===== config.mk =====
export PLATFORM = sky130hd
export DESIGN_NAME = rom_programmer_host_link_sequencer_core_flat
export DESIGN_NICKNAME = d
export VERILOG_FILES = /design/src/hw/rtl/rphls_pkg.sv /design/src/hw/rtl/rphls_if.sv /design/src/hw/rtl/rphls_front.sv /design/src/hw/rtl/rphls_back.sv /design/src/hw/rtl/rom_programmer_host_link_sequencer_core.sv /design/src/flat_wrapper.sv
export SDC_FILE = /design/constraint.sdc
export NUM_CORES = 1
export LEC_CHECK = 0
export ABC_AREA = 0
export BUFFER_PORTS_ARGS = -buffer_cell sky130_fd_sc_hd__buf_2
export CORE_MARGIN = 5
export CORE_UTILIZATION = 46
export DETAILED_ROUTE_END_ITERATION = 10
export PLACE_DENSITY = 0.7
export SKIP_LAST_GASP = 1
export SYNTH_ARGS = -nofsm -noshare
export SYNTH_HDL_FRONTEND = slang
export SYNTH_SLANG_ARGS = --single-unit

===== constraint.sdc =====
create_clock -name clk_i -period 9.1 [get_ports clk_i]
set_clock_uncertainty 0.05 [all_clocks]
set_input_delay 0.91 -clock clk_i [delete_from_list [all_inputs] [get_ports clk_i]]
set_output_delay 0.91 -clock clk_i [all_outputs]
set_load 0.005 [all_outputs]

===== src/hw/rtl/rphls_pkg.sv =====
// shared types and constants of the programmer host link sequencer
`timescale 1ns / 1ps
package rphls_pkg;

  localparam int unsigned CHUNK_BYTES_DEF = 1024;
  localparam int unsigned ID_BYTES_DEF    = 8;
  localparam int unsigned LENGTH_BITS_DEF = 24;
  localparam int unsigned MAX_RES         = 5;
  localparam logic [7:0]  PAD_BYTE        = 8'hFF;

  // input commands
  typedef enum logic [2:0] {
    CMD_READ   = 3'd0,
    CMD_WRITE  = 3'd1,
    CMD_TEST   = 3'd2,
    CMD_IDENT  = 3'd3,
    CMD_FLASH  = 3'd4,
    CMD_BYTE   = 3'd5,
    CMD_PLUG   = 3'd6,
    CMD_REMOVE = 3'd7
  } cmd_e;

  // result kinds
  localparam logic [2:0] K_SEND  = 3'd0;
  localparam logic [2:0] K_STAT  = 3'd1;
  localparam logic [2:0] K_RDATA = 3'd2;
  localparam logic [2:0] K_ID    = 3'd3;
  localparam logic [2:0] K_CHUNK = 3'd4;
  localparam logic [2:0] K_FAIL  = 3'd5;
  localparam logic [2:0] K_PORT  = 3'd6;

  // board command bytes
  localparam logic [7:0] B_TEST    = 8'd1;
  localparam logic [7:0] B_IDENT   = 8'd2;
  localparam logic [7:0] B_READ    = 8'd4;
  localparam logic [7:0] B_ERASE   = 8'd5;
  localparam logic [7:0] B_WRITE   = 8'd6;
  localparam logic [7:0] B_GETMODE = 8'd7;
  localparam logic [7:0] B_TOBOOT  = 8'd8;
  localparam logic [7:0] B_TOPROG  = 8'd9;
  localparam logic [7:0] B_FLASH   = 8'd10;

  // status events
  localparam logic [4:0] S_WR_ERR     = 5'd0;
  localparam logic [4:0] S_ER_DONE    = 5'd1;
  localparam logic [4:0] S_ER_FAIL    = 5'd2;
  localparam logic [4:0] S_WR_DONE    = 5'd3;
  localparam logic [4:0] S_ERASING    = 5'd4;
  localparam logic [4:0] S_WR_TOT     = 5'd5;
  localparam logic [4:0] S_WR_CMP     = 5'd6;
  localparam logic [4:0] S_T_START    = 5'd7;
  localparam logic [4:0] S_T_NOSTART  = 5'd8;
  localparam logic [4:0] S_T_FAIL     = 5'd9;
  localparam logic [4:0] S_T_PASS     = 5'd10;
  localparam logic [4:0] S_R_START    = 5'd11;
  localparam logic [4:0] S_R_TOT      = 5'd12;
  localparam logic [4:0] S_R_CMP      = 5'd13;
  localparam logic [4:0] S_R_DONE     = 5'd14;
  localparam logic [4:0] S_R_CANCEL   = 5'd15;
  localparam logic [4:0] S_P_INIT     = 5'd16;
  localparam logic [4:0] S_P_READY    = 5'd17;
  localparam logic [4:0] S_I_START    = 5'd18;
  localparam logic [4:0] S_I_ERR      = 5'd19;
  localparam logic [4:0] S_I_DONE     = 5'd20;
  localparam logic [4:0] S_F_START    = 5'd21;
  localparam logic [4:0] S_F_ERR      = 5'd22;
  localparam logic [4:0] S_F_DONE     = 5'd23;
  localparam logic [4:0] S_F_TOT      = 5'd24;
  localparam logic [4:0] S_F_CMP      = 5'd25;
  localparam logic [4:0] S_CONN       = 5'd26;
  localparam logic [4:0] S_DISC       = 5'd27;
  localparam logic [4:0] S_DISC_BUSY  = 5'd28;

  localparam logic [4:0] PORT_OPEN  = 5'd0;
  localparam logic [4:0] PORT_CLOSE = 5'd1;

  // payload of one input beat
  typedef struct packed {
    logic [2:0]  command;
    logic [7:0]  rx_byte;
    logic [23:0] total_length;
    logic        file_ok;
  } in_beat_t;

  // payload of one result beat
  typedef struct packed {
    logic [2:0]  kind;
    logic [4:0]  status_code;
    logic [7:0]  byte_value;
    logic [7:0]  second_value;
    logic [23:0] length;
    logic        last;
  } out_beat_t;

  // one classified input as it leaves the front part
  typedef struct packed {
    cmd_e        cmd;
    logic [7:0]  rx;
    logic [31:0] tl;
    logic        ok;
  } item_t;

endpackage


===== src/hw/rtl/rphls_if.sv =====
// valid/ready channel interface
`timescale 1ns / 1ps
interface rphls_if #(parameter type T = logic) ();
  logic valid;
  logic ready;
  T     data;
  modport source (output valid, output data, input ready);
  modport sink (input valid, input data, output ready);
endinterface


===== src/hw/rtl/rphls_front.sv =====
// input clamp and two-entry queue in front of the sequencer
`timescale 1ns / 1ps
module rphls_front #(
  parameter int unsigned LENGTH_BITS = rphls_pkg::LENGTH_BITS_DEF
) (
  input  logic             clk_i,
  input  logic             rst_ni,
  input  logic             in_valid_i,
  output logic             in_ready_o,
  input  logic [2:0]       command_i,
  input  logic [7:0]       rx_byte_i,
  input  logic [23:0]      total_length_i,
  input  logic             file_ok_i,
  output logic             q_valid_o,
  input  logic             q_ready_i,
  output rphls_pkg::item_t q_item_o
);
  localparam logic [31:0] LEN_MAX = 32'((64'd1 << LENGTH_BITS) - 64'd1);

  rphls_pkg::item_t mem_q [2];
  logic             rd_q, wr_q;
  logic [1:0]       cnt_q;
  rphls_pkg::item_t in_item;
  logic             push, pop;

  // clamp length to the configured length width
  always_comb begin
    in_item.cmd = rphls_pkg::cmd_e'(command_i);
    in_item.rx  = rx_byte_i;
    in_item.tl  = ({8'd0, total_length_i} > LEN_MAX) ? LEN_MAX : {8'd0, total_length_i};
    in_item.ok  = file_ok_i;
  end

  assign in_ready_o = (cnt_q != 2'd2);
  assign push       = in_valid_i && in_ready_o;
  assign q_valid_o  = (cnt_q != 2'd0);
  assign pop        = q_valid_o && q_ready_i;
  assign q_item_o   = mem_q[rd_q];

  always_ff @(posedge clk_i or negedge rst_ni) begin
    if (!rst_ni) begin
      rd_q  <= 1'b0;
      wr_q  <= 1'b0;
      cnt_q <= 2'd0;
    end else begin
      if (push) wr_q <= ~wr_q;
      if (pop) rd_q <= ~rd_q;
      cnt_q <= cnt_q + {1'b0, push} - {1'b0, pop};
    end
  end

  always_ff @(posedge clk_i) begin
    if (push) mem_q[wr_q] <= in_item;
  end

`ifndef NO_ASSERTIONS
  a_cnt_bound: assert property (@(posedge clk_i) disable iff (!rst_ni) cnt_q != 2'd3)
    else $error("queue count out of range");
  a_no_pop_empty: assert property (@(posedge clk_i) disable iff (!rst_ni)
    cnt_q == 2'd0 |-> !q_valid_o) else $error("pop from empty queue");
  a_full_stall: assert property (@(posedge clk_i) disable iff (!rst_ni)
    cnt_q == 2'd2 && !pop |=> cnt_q == 2'd2) else $error("queue lost an entry");
`endif
endmodule


===== src/hw/rtl/rphls_back.sv =====
// protocol sequencer: computes results of one item, emits one beat per cycle while out_ready_i is high
`timescale 1ns / 1ps
module rphls_back #(
  parameter int unsigned CHUNK_BYTES = rphls_pkg::CHUNK_BYTES_DEF,
  parameter int unsigned ID_BYTES    = rphls_pkg::ID_BYTES_DEF,
  parameter int unsigned LENGTH_BITS = rphls_pkg::LENGTH_BITS_DEF
) (
  input  logic             clk_i,
  input  logic             rst_ni,
  input  logic [23:0]      capacity_i,
  input  logic             q_valid_i,
  output logic             q_ready_o,
  input  rphls_pkg::item_t q_item_i,
  output logic             out_valid_o,
  input  logic             out_ready_i,
  output logic [2:0]       kind_o,
  output logic [4:0]       status_code_o,
  output logic [7:0]       byte_value_o,
  output logic [7:0]       second_value_o,
  output logic [23:0]      length_o,
  output logic             last_o
);
  localparam int unsigned CW = $clog2(CHUNK_BYTES + 1);
  localparam int unsigned IW = $clog2(ID_BYTES + 1);
  localparam logic [31:0] LEN_MAX = 32'((64'd1 << LENGTH_BITS) - 64'd1);
  localparam logic [31:0] CHUNK32 = 32'(CHUNK_BYTES);

  typedef enum logic [4:0] {
    P_IDLE, P_W_ERASE, P_W_REPLY, P_W_FINISH, P_W_MORE,
    P_T_START, P_T_NEXT, P_T_FIRST, P_T_SECOND,
    P_R_START, P_R_DATA, P_R_STATUS,
    P_M_OK, P_M_REPLY, P_B_OK, P_B_REPLY,
    P_M_UNPLUG, P_M_PLUG, P_B_UNPLUG, P_B_PLUG,
    P_I_OK, P_I_DATA, P_I_DONE,
    P_F_START, P_F_FINISH, P_F_MORE, P_F_REPLY
  } phase_e;

  typedef struct packed {
    logic [2:0]  kind;
    logic [4:0]  code;
    logic [7:0]  b;
    logic [7:0]  s;
    logic [23:0] len;
  } res_t;

  phase_e      phase_q, phase_d, pend_ph_q, pend_ph_d;
  logic [7:0]  pend_cmd_q, pend_cmd_d;
  logic [31:0] rem_q, rem_d, done_q, done_d, rtot_q, rtot_d;
  logic [CW-1:0] rleft_q, rleft_d;
  logic [7:0]  fcnt_q, fcnt_d, ffp_q, ffp_d;
  logic [IW-1:0] idc_q, idc_d;
  logic        pres_q, pres_d;

  // result buffer being drained
  res_t        buf_q [rphls_pkg::MAX_RES];
  logic [2:0]  num_q, idx_q;
  res_t        r [rphls_pkg::MAX_RES];
  logic [2:0]  n;
  logic        take;
  logic [31:0] chunk, sum;
  logic [7:0]  c;

  assign q_ready_o = (num_q == 3'd0) || (out_ready_i && idx_q == num_q - 3'd1);
  assign take      = q_valid_i && q_ready_o;
  assign c         = q_item_i.rx;

  assign chunk = (rem_q < CHUNK32) ? rem_q : CHUNK32;
  assign sum   = ({1'b0, done_q} + {1'b0, chunk} > {1'b0, LEN_MAX}) ? LEN_MAX
               : done_q + chunk;

  function automatic res_t mk(logic [2:0] k, logic [4:0] cd, logic [7:0] b, logic [7:0] s,
                              logic [31:0] l);
    res_t x;
    x.kind = k; x.code = cd; x.b = b; x.s = s; x.len = l[23:0];
    return x;
  endfunction

  always_comb begin
    phase_d = phase_q; pend_ph_d = pend_ph_q; pend_cmd_d = pend_cmd_q;
    rem_d = rem_q; done_d = done_q; rtot_d = rtot_q; rleft_d = rleft_q;
    fcnt_d = fcnt_q; ffp_d = ffp_q; idc_d = idc_q; pres_d = pres_q;
    n = 3'd0;
    for (int i = 0; i < rphls_pkg::MAX_RES; i++) r[i] = '0;
    case (q_item_i.cmd)
      rphls_pkg::CMD_READ: begin
        rtot_d = '0; pend_cmd_d = rphls_pkg::B_READ; pend_ph_d = P_R_START;
        phase_d = P_M_OK;
        r[0] = mk(rphls_pkg::K_PORT, rphls_pkg::PORT_OPEN, 8'd0, 8'd0, '0);
        r[1] = mk(rphls_pkg::K_SEND, 5'd0, rphls_pkg::B_GETMODE, 8'd0, '0); n = 3'd2;
      end
      rphls_pkg::CMD_WRITE: begin
        if (!q_item_i.ok) begin
          phase_d = P_IDLE; r[0] = mk(rphls_pkg::K_STAT, rphls_pkg::S_WR_ERR, 8'd0, 8'd0, '0);
          n = 3'd1;
        end else begin
          done_d = '0; rem_d = q_item_i.tl;
          pend_cmd_d = rphls_pkg::B_ERASE; pend_ph_d = P_W_ERASE; phase_d = P_M_OK;
          r[0] = mk(rphls_pkg::K_PORT, rphls_pkg::PORT_OPEN, 8'd0, 8'd0, '0);
          r[1] = mk(rphls_pkg::K_SEND, 5'd0, rphls_pkg::B_GETMODE, 8'd0, '0); n = 3'd2;
        end
      end
      rphls_pkg::CMD_TEST, rphls_pkg::CMD_IDENT: begin
        pend_cmd_d = (q_item_i.cmd == rphls_pkg::CMD_TEST) ? rphls_pkg::B_TEST
                   : rphls_pkg::B_IDENT;
        pend_ph_d = (q_item_i.cmd == rphls_pkg::CMD_TEST) ? P_T_START : P_I_OK;
        phase_d = P_M_OK;
        r[0] = mk(rphls_pkg::K_PORT, rphls_pkg::PORT_OPEN, 8'd0, 8'd0, '0);
        r[1] = mk(rphls_pkg::K_SEND, 5'd0, rphls_pkg::B_GETMODE, 8'd0, '0); n = 3'd2;
      end
      rphls_pkg::CMD_FLASH: begin
        if (!q_item_i.ok) begin
          phase_d = P_IDLE; r[0] = mk(rphls_pkg::K_STAT, rphls_pkg::S_F_ERR, 8'd0, 8'd0, '0);
          n = 3'd1;
        end else begin
          done_d = '0; rem_d = q_item_i.tl;
          pend_cmd_d = rphls_pkg::B_FLASH; pend_ph_d = P_F_START; phase_d = P_B_OK;
          r[0] = mk(rphls_pkg::K_STAT, rphls_pkg::S_F_TOT, 8'd0, 8'd0, q_item_i.tl);
          r[1] = mk(rphls_pkg::K_STAT, rphls_pkg::S_F_CMP, 8'd0, 8'd0, '0);
          r[2] = mk(rphls_pkg::K_PORT, rphls_pkg::PORT_OPEN, 8'd0, 8'd0, '0);
          r[3] = mk(rphls_pkg::K_SEND, 5'd0, rphls_pkg::B_GETMODE, 8'd0, '0); n = 3'd4;
        end
      end
      rphls_pkg::CMD_PLUG: begin
        if (!pres_q) begin
          pres_d = 1'b1;
          r[0] = mk(rphls_pkg::K_PORT, rphls_pkg::PORT_CLOSE, 8'd0, 8'd0, '0);
          if (phase_q == P_M_PLUG || phase_q == P_B_PLUG) begin
            r[1] = mk(rphls_pkg::K_PORT, rphls_pkg::PORT_OPEN, 8'd0, 8'd0, '0);
            r[2] = mk(rphls_pkg::K_SEND, 5'd0, pend_cmd_q, 8'd0, '0);
            phase_d = pend_ph_q; n = 3'd3;
            if (phase_q == P_M_PLUG && pend_cmd_q == rphls_pkg::B_ERASE) begin
              r[3] = mk(rphls_pkg::K_STAT, rphls_pkg::S_ERASING, 8'd0, 8'd0, '0); n = 3'd4;
            end
          end else begin
            r[1] = mk(rphls_pkg::K_STAT, rphls_pkg::S_CONN, 8'd0, 8'd0, '0); n = 3'd2;
          end
        end
      end
      rphls_pkg::CMD_REMOVE: begin
        if (pres_q) begin
          pres_d = 1'b0;
          if (phase_q == P_M_UNPLUG) phase_d = P_M_PLUG;
          else if (phase_q == P_B_UNPLUG) phase_d = P_B_PLUG;
          else begin
            r[0] = mk(rphls_pkg::K_PORT, rphls_pkg::PORT_CLOSE, 8'd0, 8'd0, '0);
            r[1] = mk(rphls_pkg::K_STAT, (phase_q != P_IDLE) ? rphls_pkg::S_DISC_BUSY
                      : rphls_pkg::S_DISC, 8'd0, 8'd0, '0);
            phase_d = P_IDLE; n = 3'd2;
          end
        end
      end
      default: begin
        // received byte
        case (phase_q)
          P_W_ERASE: begin
            if (c == 8'd0) begin
              phase_d = P_W_REPLY;
              r[0] = mk(rphls_pkg::K_SEND, 5'd0, rphls_pkg::B_WRITE, 8'd0, '0);
              r[1] = mk(rphls_pkg::K_STAT, rphls_pkg::S_ER_DONE, 8'd0, 8'd0, '0);
              r[2] = mk(rphls_pkg::K_STAT, rphls_pkg::S_WR_TOT, 8'd0, 8'd0, rem_q);
              r[3] = mk(rphls_pkg::K_STAT, rphls_pkg::S_WR_CMP, 8'd0, 8'd0, done_q); n = 3'd4;
            end else if (c == 8'd1) begin
              phase_d = P_IDLE;
              r[0] = mk(rphls_pkg::K_STAT, rphls_pkg::S_ER_FAIL, 8'd0, 8'd0, '0);
              r[1] = mk(rphls_pkg::K_PORT, rphls_pkg::PORT_CLOSE, 8'd0, 8'd0, '0); n = 3'd2;
            end
          end
          P_W_REPLY, P_F_REPLY: begin
            if (c == 8'd0) begin
              n = 3'd1;
              if (rem_q != '0) begin
                r[0] = mk(rphls_pkg::K_SEND, 5'd0, 8'd0, 8'd0, '0);
                phase_d = (phase_q == P_W_REPLY) ? P_W_MORE : P_F_MORE;
              end else begin
                r[0] = mk(rphls_pkg::K_SEND, 5'd0, 8'd1, 8'd0, '0);
                phase_d = (phase_q == P_W_REPLY) ? P_W_FINISH : P_F_FINISH;
              end
            end else if (c == 8'd1 || phase_q == P_F_REPLY) begin
              phase_d = P_IDLE;
              r[0] = mk(rphls_pkg::K_STAT, (phase_q == P_W_REPLY) ? rphls_pkg::S_WR_ERR
                        : rphls_pkg::S_F_ERR, 8'd0, 8'd0, '0);
              r[1] = mk(rphls_pkg::K_PORT, rphls_pkg::PORT_CLOSE, 8'd0, 8'd0, '0); n = 3'd2;
            end
          end
          P_W_MORE, P_F_MORE: begin
            if (c == 8'd0) begin
              r[0] = mk(rphls_pkg::K_CHUNK, 5'd0, rphls_pkg::PAD_BYTE, 8'd0, chunk);
              r[1] = mk(rphls_pkg::K_STAT, (phase_q == P_W_MORE) ? rphls_pkg::S_WR_CMP
                        : rphls_pkg::S_F_CMP, 8'd0, 8'd0, sum);
              rem_d = rem_q - chunk; done_d = sum; n = 3'd2;
              phase_d = (phase_q == P_W_MORE) ? P_W_REPLY : P_F_REPLY;
            end else begin
              phase_d = P_IDLE;
              r[0] = mk(rphls_pkg::K_STAT, (phase_q == P_W_MORE) ? rphls_pkg::S_WR_ERR
                        : rphls_pkg::S_F_ERR, 8'd0, 8'd0, '0);
              r[1] = mk(rphls_pkg::K_PORT, rphls_pkg::PORT_CLOSE, 8'd0, 8'd0, '0); n = 3'd2;
            end
          end
          P_W_FINISH, P_F_FINISH, P_T_START: begin
            phase_d = P_IDLE; n = 3'd2;
            r[1] = mk(rphls_pkg::K_PORT, rphls_pkg::PORT_CLOSE, 8'd0, 8'd0, '0);
            if (phase_q == P_W_FINISH)
              r[0] = mk(rphls_pkg::K_STAT, (c == 8'd0) ? rphls_pkg::S_WR_DONE
                        : rphls_pkg::S_WR_ERR, 8'd0, 8'd0, '0);
            else if (phase_q == P_F_FINISH)
              r[0] = mk(rphls_pkg::K_STAT, (c == 8'd0) ? rphls_pkg::S_F_DONE
                        : rphls_pkg::S_F_ERR, 8'd0, 8'd0, '0);
            else if (c == 8'd0) begin
              phase_d = P_T_NEXT; fcnt_d = '0; n = 3'd1;
              r[0] = mk(rphls_pkg::K_STAT, rphls_pkg::S_T_START, 8'd0, 8'd0, '0);
              r[1] = '0;
            end else
              r[0] = mk(rphls_pkg::K_STAT, rphls_pkg::S_T_NOSTART, 8'd0, 8'd0, '0);
          end
          P_T_NEXT: begin
            if (c == 8'd1) begin
              phase_d = P_IDLE; n = 3'd2;
              r[0] = mk(rphls_pkg::K_STAT, (fcnt_q != 8'd0) ? rphls_pkg::S_T_FAIL
                        : rphls_pkg::S_T_PASS, 8'd0, 8'd0, '0);
              r[1] = mk(rphls_pkg::K_PORT, rphls_pkg::PORT_CLOSE, 8'd0, 8'd0, '0);
            end else if (c == 8'd0) begin
              if (fcnt_q != 8'hFF) fcnt_d = fcnt_q + 8'd1;
              phase_d = P_T_FIRST;
            end
          end
          P_T_FIRST: begin
            ffp_d = c; phase_d = P_T_SECOND;
          end
          P_T_SECOND: begin
            r[0] = mk(rphls_pkg::K_FAIL, 5'd0, ffp_q, c, '0); n = 3'd1; phase_d = P_T_NEXT;
          end
          P_R_START: begin
            phase_d = P_R_DATA; rleft_d = CW'(CHUNK_BYTES); n = 3'd3;
            r[0] = mk(rphls_pkg::K_STAT, rphls_pkg::S_R_START, 8'd0, 8'd0, '0);
            r[1] = mk(rphls_pkg::K_STAT, rphls_pkg::S_R_TOT, 8'd0, 8'd0,
                      {8'd0, capacity_i} & LEN_MAX);
            r[2] = mk(rphls_pkg::K_STAT, rphls_pkg::S_R_CMP, 8'd0, 8'd0, '0);
          end
          P_R_DATA: begin
            r[0] = mk(rphls_pkg::K_RDATA, 5'd0, c, 8'd0, '0); n = 3'd1;
            rtot_d = (rtot_q == LEN_MAX) ? rtot_q : rtot_q + 32'd1;
            rleft_d = (rleft_q != '0) ? rleft_q - CW'(1) : rleft_q;
            if (rleft_d == '0) begin
              r[1] = mk(rphls_pkg::K_STAT, rphls_pkg::S_R_CMP, 8'd0, 8'd0, rtot_d);
              r[2] = mk(rphls_pkg::K_SEND, 5'd0, 8'd0, 8'd0, '0);
              phase_d = P_R_STATUS; n = 3'd3;
            end
          end
          P_R_STATUS: begin
            if (c == 8'd3 || c == 8'd4) begin
              phase_d = P_IDLE; n = 3'd2;
              r[0] = mk(rphls_pkg::K_PORT, rphls_pkg::PORT_CLOSE, 8'd0, 8'd0, '0);
              r[1] = mk(rphls_pkg::K_STAT, (c == 8'd3) ? rphls_pkg::S_R_DONE
                        : rphls_pkg::S_R_CANCEL, 8'd0, 8'd0, '0);
            end else if (c == 8'd2) begin
              phase_d = P_R_DATA; rleft_d = CW'(CHUNK_BYTES);
            end
          end
          P_M_OK: phase_d = (c == 8'd0) ? P_M_REPLY : P_IDLE;
          P_B_OK: phase_d = (c == 8'd0) ? P_B_REPLY : P_IDLE;
          P_M_REPLY, P_B_REPLY: begin
            // switch byte needed when mode differs from the one wanted
            if ((phase_q == P_M_REPLY && c == 8'd0) || (phase_q == P_B_REPLY && c == 8'd1)) begin
              n = 3'd3;
              r[0] = mk(rphls_pkg::K_STAT, rphls_pkg::S_P_INIT, 8'd0, 8'd0, '0);
              r[1] = mk(rphls_pkg::K_SEND, 5'd0, (phase_q == P_M_REPLY) ? rphls_pkg::B_TOPROG
                        : rphls_pkg::B_TOBOOT, 8'd0, '0);
              r[2] = mk(rphls_pkg::K_PORT, rphls_pkg::PORT_CLOSE, 8'd0, 8'd0, '0);
              phase_d = (phase_q == P_M_REPLY) ? P_M_UNPLUG : P_B_UNPLUG;
            end else if (c == 8'd0 || c == 8'd1) begin
              n = 3'd2; phase_d = pend_ph_q;
              r[0] = mk(rphls_pkg::K_STAT, rphls_pkg::S_P_READY, 8'd0, 8'd0, '0);
              r[1] = mk(rphls_pkg::K_SEND, 5'd0, pend_cmd_q, 8'd0, '0);
              if (phase_q == P_M_REPLY && pend_cmd_q == rphls_pkg::B_ERASE) begin
                r[2] = mk(rphls_pkg::K_STAT, rphls_pkg::S_ERASING, 8'd0, 8'd0, '0); n = 3'd3;
              end
            end
          end
          P_I_OK: begin
            n = 3'd1;
            if (c == 8'd0) begin
              phase_d = P_I_DATA; idc_d = '0;
              r[0] = mk(rphls_pkg::K_STAT, rphls_pkg::S_I_START, 8'd0, 8'd0, '0);
            end else begin
              phase_d = P_IDLE;
              r[0] = mk(rphls_pkg::K_STAT, rphls_pkg::S_I_ERR, 8'd0, 8'd0, '0);
            end
          end
          P_I_DATA: begin
            r[0] = mk(rphls_pkg::K_ID, 5'd0, c, 8'(idc_q), '0); n = 3'd1;
            idc_d = idc_q + IW'(1);
            if (idc_d >= IW'(ID_BYTES)) phase_d = P_I_DONE;
          end
          P_I_DONE: begin
            n = 3'd1; phase_d = P_IDLE;
            r[0] = mk(rphls_pkg::K_STAT, (c == 8'd0) ? rphls_pkg::S_I_DONE
                      : rphls_pkg::S_I_ERR, 8'd0, 8'd0, '0);
          end
          P_F_START: begin
            if (c == 8'd0) begin
              n = 3'd2; phase_d = P_F_MORE;
              r[0] = mk(rphls_pkg::K_STAT, rphls_pkg::S_F_START, 8'd0, 8'd0, '0);
              r[1] = mk(rphls_pkg::K_SEND, 5'd0, 8'd0, 8'd0, '0);
            end else begin
              n = 3'd2; phase_d = P_IDLE;
              r[0] = mk(rphls_pkg::K_STAT, rphls_pkg::S_F_ERR, 8'd0, 8'd0, '0);
              r[1] = mk(rphls_pkg::K_PORT, rphls_pkg::PORT_CLOSE, 8'd0, 8'd0, '0);
            end
          end
          default: ;
        endcase
      end
    endcase
  end

  always_ff @(posedge clk_i or negedge rst_ni) begin
    if (!rst_ni) begin
      phase_q <= P_IDLE; pend_ph_q <= P_IDLE; pend_cmd_q <= '0;
      rem_q <= '0; done_q <= '0; rtot_q <= '0; rleft_q <= '0;
      fcnt_q <= '0; ffp_q <= '0; idc_q <= '0; pres_q <= 1'b0;
      num_q <= '0; idx_q <= '0;
    end else begin
      if (take) begin
        phase_q <= phase_d; pend_ph_q <= pend_ph_d; pend_cmd_q <= pend_cmd_d;
        rem_q <= rem_d; done_q <= done_d; rtot_q <= rtot_d; rleft_q <= rleft_d;
        fcnt_q <= fcnt_d; ffp_q <= ffp_d; idc_q <= idc_d; pres_q <= pres_d;
        num_q <= n; idx_q <= '0;
      end else if (out_valid_o && out_ready_i) begin
        if (idx_q == num_q - 3'd1) num_q <= '0;
        else idx_q <= idx_q + 3'd1;
      end
    end
  end

  always_ff @(posedge clk_i) begin
    if (take) for (int i = 0; i < rphls_pkg::MAX_RES; i++) buf_q[i] <= r[i];
  end

  assign out_valid_o    = (num_q != 3'd0);
  assign kind_o         = buf_q[idx_q].kind;
  assign status_code_o  = buf_q[idx_q].code;
  assign byte_value_o   = buf_q[idx_q].b;
  assign second_value_o = buf_q[idx_q].s;
  assign length_o       = buf_q[idx_q].len;
  assign last_o         = (idx_q == num_q - 3'd1);

`ifndef NO_ASSERTIONS
  a_idx_range: assert property (@(posedge clk_i) disable iff (!rst_ni)
    out_valid_o |-> idx_q < num_q) else $error("beat index past result count");
  a_num_max: assert property (@(posedge clk_i) disable iff (!rst_ni)
    num_q <= 3'(rphls_pkg::MAX_RES)) else $error("too many results");
  a_take_free: assert property (@(posedge clk_i) disable iff (!rst_ni)
    take |-> (num_q == 3'd0) || (out_ready_i && last_o)) else $error("overwrote pending results");
`endif
endmodule


===== src/hw/rtl/rom_programmer_host_link_sequencer_core.sv =====
// top level of the programmer host link sequencer
//
//  channel   dir  payload
//  in_if     in   command, rx_byte, total_length, file_ok
//  out_if    out  kind, status_code, byte_value, second_value, length, last
//  apb       in   device_capacity at address 0
//
// an item is taken in the same cycle the previous item's last beat leaves,
// so an item producing k results (up to four) holds the back part until
// its beats have left, drained one beat per cycle while out_if is ready
// a two-entry input queue lets the input side run ahead while results stall
// reset is asynchronous active low and clears all sequencing state
`timescale 1ns / 1ps
module rom_programmer_host_link_sequencer_core #(
  parameter int unsigned CHUNK_BYTES = rphls_pkg::CHUNK_BYTES_DEF,
  parameter int unsigned ID_BYTES    = rphls_pkg::ID_BYTES_DEF,
  parameter int unsigned LENGTH_BITS = rphls_pkg::LENGTH_BITS_DEF
) (
  input  logic        clk_i,
  input  logic        rst_ni,
  rphls_if.sink       in_if,
  rphls_if.source     out_if,
  input  logic        psel,
  input  logic        penable,
  input  logic        pwrite,
  input  logic [1:0]  paddr,
  input  logic [31:0] pwdata,
  output logic [31:0] prdata,
  output logic        pready
);
  logic [23:0]      cap_q;
  logic             q_valid, q_ready;
  rphls_pkg::item_t q_item;

  // device capacity register, the only config register
  assign pready = 1'b1;
  assign prdata = (paddr == 2'd0) ? {8'd0, cap_q} : 32'd0;
  always_ff @(posedge clk_i or negedge rst_ni) begin
    if (!rst_ni) begin
      cap_q <= '0;
    end else if (psel && penable && pwrite && paddr == 2'd0) begin
      cap_q <= pwdata[23:0];
    end
  end

  // front: queue of incoming beats
  rphls_front #(.LENGTH_BITS(LENGTH_BITS)) u_front (
    .clk_i, .rst_ni,
    .in_valid_i(in_if.valid), .in_ready_o(in_if.ready),
    .command_i(in_if.data.command), .rx_byte_i(in_if.data.rx_byte),
    .total_length_i(in_if.data.total_length), .file_ok_i(in_if.data.file_ok),
    .q_valid_o(q_valid), .q_ready_i(q_ready), .q_item_o(q_item)
  );

  // back: sequencer and result drain
  rphls_back #(.CHUNK_BYTES(CHUNK_BYTES), .ID_BYTES(ID_BYTES),
               .LENGTH_BITS(LENGTH_BITS)) u_back (
    .clk_i, .rst_ni, .capacity_i(cap_q),
    .q_valid_i(q_valid), .q_ready_o(q_ready), .q_item_i(q_item),
    .out_valid_o(out_if.valid), .out_ready_i(out_if.ready),
    .kind_o(out_if.data.kind), .status_code_o(out_if.data.status_code),
    .byte_value_o(out_if.data.byte_value), .second_value_o(out_if.data.second_value),
    .length_o(out_if.data.length), .last_o(out_if.data.last)
  );

`ifndef NO_ASSERTIONS
  a_pready: assert property (@(posedge clk_i) disable iff (!rst_ni) pready)
    else $error("pready low");
  a_cap_hold: assert property (@(posedge clk_i) disable iff (!rst_ni)
    !(psel && penable && pwrite) |=> $stable(cap_q)) else $error("capacity changed");
  a_rd: assert property (@(posedge clk_i) disable iff (!rst_ni)
    paddr == 2'd0 |-> prdata[23:0] == cap_q) else $error("readback mismatch");
`endif
endmodule


===== src/flat_wrapper.sv =====
// flat-port wrapper written by rule: the top's interface ports become plain ports
module rom_programmer_host_link_sequencer_core_flat import rphls_pkg::*;
#(
  parameter int unsigned CHUNK_BYTES = rphls_pkg::CHUNK_BYTES_DEF,
  parameter int unsigned ID_BYTES    = rphls_pkg::ID_BYTES_DEF,
  parameter int unsigned LENGTH_BITS = rphls_pkg::LENGTH_BITS_DEF
)
  (clk_i, rst_ni, psel, penable, pwrite, paddr, pwdata, prdata, pready, in_if_valid, in_if_data, in_if_ready, out_if_valid, out_if_data, out_if_ready);
  rphls_if #(.T(in_beat_t)) in_if_i ();
  rphls_if #(.T(out_beat_t)) out_if_i ();
  input  logic clk_i;
  input  logic rst_ni;
  input  logic psel;
  input  logic penable;
  input  logic pwrite;
  input  logic [1:0] paddr;
  input  logic [31:0] pwdata;
  output logic [31:0] prdata;
  output logic pready;
  input wire logic [$bits(in_if_i.valid)-1:0] in_if_valid;
  input wire logic [$bits(in_if_i.data)-1:0] in_if_data;
  output wire logic [$bits(in_if_i.ready)-1:0] in_if_ready;
  output wire logic [$bits(out_if_i.valid)-1:0] out_if_valid;
  output wire logic [$bits(out_if_i.data)-1:0] out_if_data;
  input wire logic [$bits(out_if_i.ready)-1:0] out_if_ready;
  assign in_if_i.valid = in_if_valid;
  assign in_if_i.data = in_if_data;
  assign in_if_ready = in_if_i.ready;
  assign out_if_valid = out_if_i.valid;
  assign out_if_data = out_if_i.data;
  assign out_if_i.ready = out_if_ready;
  rom_programmer_host_link_sequencer_core #(.CHUNK_BYTES(CHUNK_BYTES), .ID_BYTES(ID_BYTES), .LENGTH_BITS(LENGTH_BITS)) u_core (.clk_i(clk_i), .rst_ni(rst_ni), .in_if(in_if_i), .out_if(out_if_i), .psel(psel), .penable(penable), .pwrite(pwrite), .paddr(paddr), .pwdata(pwdata), .prdata(prdata), .pready(pready));
endmodule

==> impl_results.md <==
* Share of layout cells above drive strength 1 at between 10% and 20%
* H-tree Lvls at 2
* Dpl ws at roughly 3.5 ns
* Initial DRC count at 1,883
* Vias in the first global route at between 15k and 20k
* Finished Layout Cells at between 2k and 3k
* FMAX at 0.176 GHz
* Total power at between 0.007 and 0.008 W
* Clock Sink Count at 388
* Run status: completed
* Antenna-violating nets left at 0
* Post-route setup slack at between 3 and 4 ns
* Arrival time at the worst endpoint at around 6.0 ns
* Main synth FF type: edfxtp_1
* Initial antenna violation count at 0
* Sw Ratio at a little under two fifths
* Clk buf depth at 3
* Hold Path Class: in -> async
* PwrDens at slightly below 300 mW/mm²
* Total Wirelength at between 60 and 70 mm
* TritonCTS Buffers at 41
* Post-synth top area cell: edfxtp_1
* Post-synth EDFFs at ~210
* Worst vdd ir at roughly 0.19 mV
* Vias at approximately 18k
* Ys async rst share at 44.8%
* Post-synthesis sequential area ratio at around 50%
* Post-DR vias/cell at a little over 6
* Pleak at a little under 10 nW
* Hold Violations, Final at 0
* Reg clk slew, reported paths at around 0.070 ns
* Flop pwr share at between 40% and 50%
* Final setup viols at 0
* CP Launch Point: u_core.u_back.rem_q[17]
* # nets final at approximately 2.4k
* Total grt overflow at 0
* Row cnt at 80
* Post-route setup TNS at 0 ns
* Initial Utilization at a little under half
* Chip width at approximately 230 µm
* Unrepaired setup endpoints after global routing: no
* RD Place Congestion at between 0.9 and 1
* Crit. End Element: flop
* Setup CP Type: reg -> reg
* Layout area overhead at 11.6%
* Hpwl dp at approximately 46 mm
* R2R Setup Slk at approximately 3.4 ns
* Tmin final at roughly 5.7 ns
* CORE AREA at 0.0474 mm²
* Ports at ~160
* Post-Syn Area at about 0.022 mm²
* Reg2reg start: u_core.u_back.rem_q[17]
* CTS Root Cell: clkbuf_16
* Chip Height at 228 µm
* Global-route wire length before repair at roughly 100 mm
* Max_slew headroom at 12.9%
* # Post-CTS Setup Buffers at 0
* Clock power share at 23.5%
* Yosys warnings at 0
* Mean Syn Cell Area at just under 10 µm²
* Maxcap violations at 0
* Cell internal pwr at between 0.004 and 0.005 W
* Worst reg2reg path endpoint: u_core.u_back.buf_q[1][22]
* Cells on worst reg2reg path at 15
* Wire per inst at ~22 µm
* Total GRT Usage at 24.1%
* Largest net degree at the start of global routing at roughly 90
* Most frequent cells in the layout: edfxtp_1, o21ai_0, nand2_1
* CTS Hold Bufs at 0
* # DRC at 0
* Worst setup SP type: flop
* Max Transition Viols Final at 0
* Yosys top cell area share at between 20% and 30%
* Critical path peak fanout at 40
* Cts repair resizes at 0
* Final Cycle Share at a little over three fifths
* #FFs+latches synth at roughly 390
* Worst Path Required at 9.36 ns
* Worst-Skew Late Latency at slightly below 0.6 ns
* Cells after Synth at about 2.2k
* Worst-Margin Slew at about 1.3 ns
* Port Buffer Count at 143
* CTS tree: done
* Drt pass-1 iters at 5
* Net load switching power at 0.00269 W
* Synth area leaders: edfxtp_1, dfrtp_1, o21ai_0
* Die ar. at 0.0522 mm²
* Commonest non-fill, non-tap cell in the layout: edfxtp_1
* Ant. Diodes at 0
* Inst Count DP at a little under 3k
* Netlist cell types at 91
* Power share of the combinational group at about 35%
metrics by stage:
stage / hold slack [ns] / area (µm²) / utilization [%]
6_report: 0.243 / 24500 / 51.6
5_1_grt: 0.276 / 24500 / 51.6
4_1_cts: 0.253 / 24500 / 51.6
3_5_place_dp: 0.425 / 23200 / 48.9
3_3_place_gp: 0.412 / 23200 / 48.9
2_1_floorplan: 0.388 / 22000 / -
worst max-delay path, cell delays in order, from the launching register on:
cell,delay (ns)
dfrtp_1,0.45
nor4_1,0.84
and2_1,0.25
and4_1,0.59
inv_1,0.43
ha_1,0.51
nand2_1,0.12
o221ai_1,0.13
a31oi_1,0.46
o211ai_1,0.27
o31a_1,0.30
xnor2_1,0.14
nand4_1,0.10
buf_4,0.26
o31ai_1,0.31
a21oi_1,0.13
worst max-delay path by stage:
| stage | slack (ns) | depth (start not counted) | to |
|---|---|---|---|
| final | 3.41 | 15 | u_core.u_back.buf_q[1][22] |
| after global routing | 2.98 | 15 | u_core.u_back.buf_q[1][21] |
| after CTS | 3.49 | 15 | u_core.u_back.buf_q[1][9] |
| after detailed placement | 3.53 | 15 | u_core.u_back.buf_q[1][9] |
| after global placement | 3.54 | 15 | u_core.u_back.buf_q[1][21] |
| after floorplan | 1.96 | 13 | u_core.u_front.cnt_q[1] |
synthesized netlist by cell type, drive strengths merged, types with 8 or more instances:
cell,count
o31ai,40
xor2,20
a31oi,23
a21oi,135
dfrtp,174
ha,43
nand4,26
o211ai,15
o21ai,210
mux2i,48
nand2b,17
and3,32
clkbuf,101
mux4,24
a21o,14
nand2,207
nor2b,11
xnor2,39
nand3,66
inv,39
mux2,40
edfxtp,214
and2,148
nor3,75
o21a,8
nor2,204
a22oi,33
a211oi,17
buf,43
o22ai,15
nor4,18
sequential cells by signal, indices dropped and copies added (netlist names), 11 cells and up:
name and flops:
u_core.u_back.rtot_q 32, u_core.u_back.buf_q 142, u_core.u_back.rem_q 32, u_core.cap_q 24, u_core.u_back.done_q 32, u_core.u_front.mem_q 72, u_core.u_back.rleft_q 11
metal layers:
metal / vias to the layer above / part of all wire, % / global-route usage, %
li1: 8363 / - / -
met1: 8978 / 44 / 34.9
met2: 782 / 46 / 37.9
met3: 118 / 7.1 / 3.13
met4: 0 / 3.2 / 7.79
met5: - / 0 / 0
power by group through the flow:
stage                     registers, W  logic (W)  clock network (W)
after global routing           0.00296    0.00271            0.00175
after floorplan                0.00282    0.00170                  0
final                          0.00291    0.00251            0.00166
after global placement         0.00290    0.00243                  0
after CTS                      0.00290    0.00249            0.00169
after detailed placement       0.00292    0.00248                  0
area by class of cell:
class / instances / area [µm²]
Multi-Input combinational cell: 1676 / 10500
Sequential cell: 388 / 10800
Tap cell: 615 / 769
Fill cell: 4272 / 23000
Clock buffer: 57 / 1140
Clock inverter: 18 / 166
Timing Repair Buffer: 176 / 970
Inverter: 40 / 155
cell families (layout without fill, tap and decap cells):
family                   Yosys count  after routing  synth area share [%]
AO/OA/AOI/OAI                    593            593                  16.8
flip-flops                       388            388                  49.1
other                              2             29                0.0342
multiplexers                     112            112                  6.72
AND/OR/NAND/NOR                  839            839                  18.9
adder cells (fa/ha/maj)           44             44                  2.54
buffers and inverters            184            291                  3.50
XOR/XNOR                          59             59                  2.35
Power figures use the tool's default switching activity.
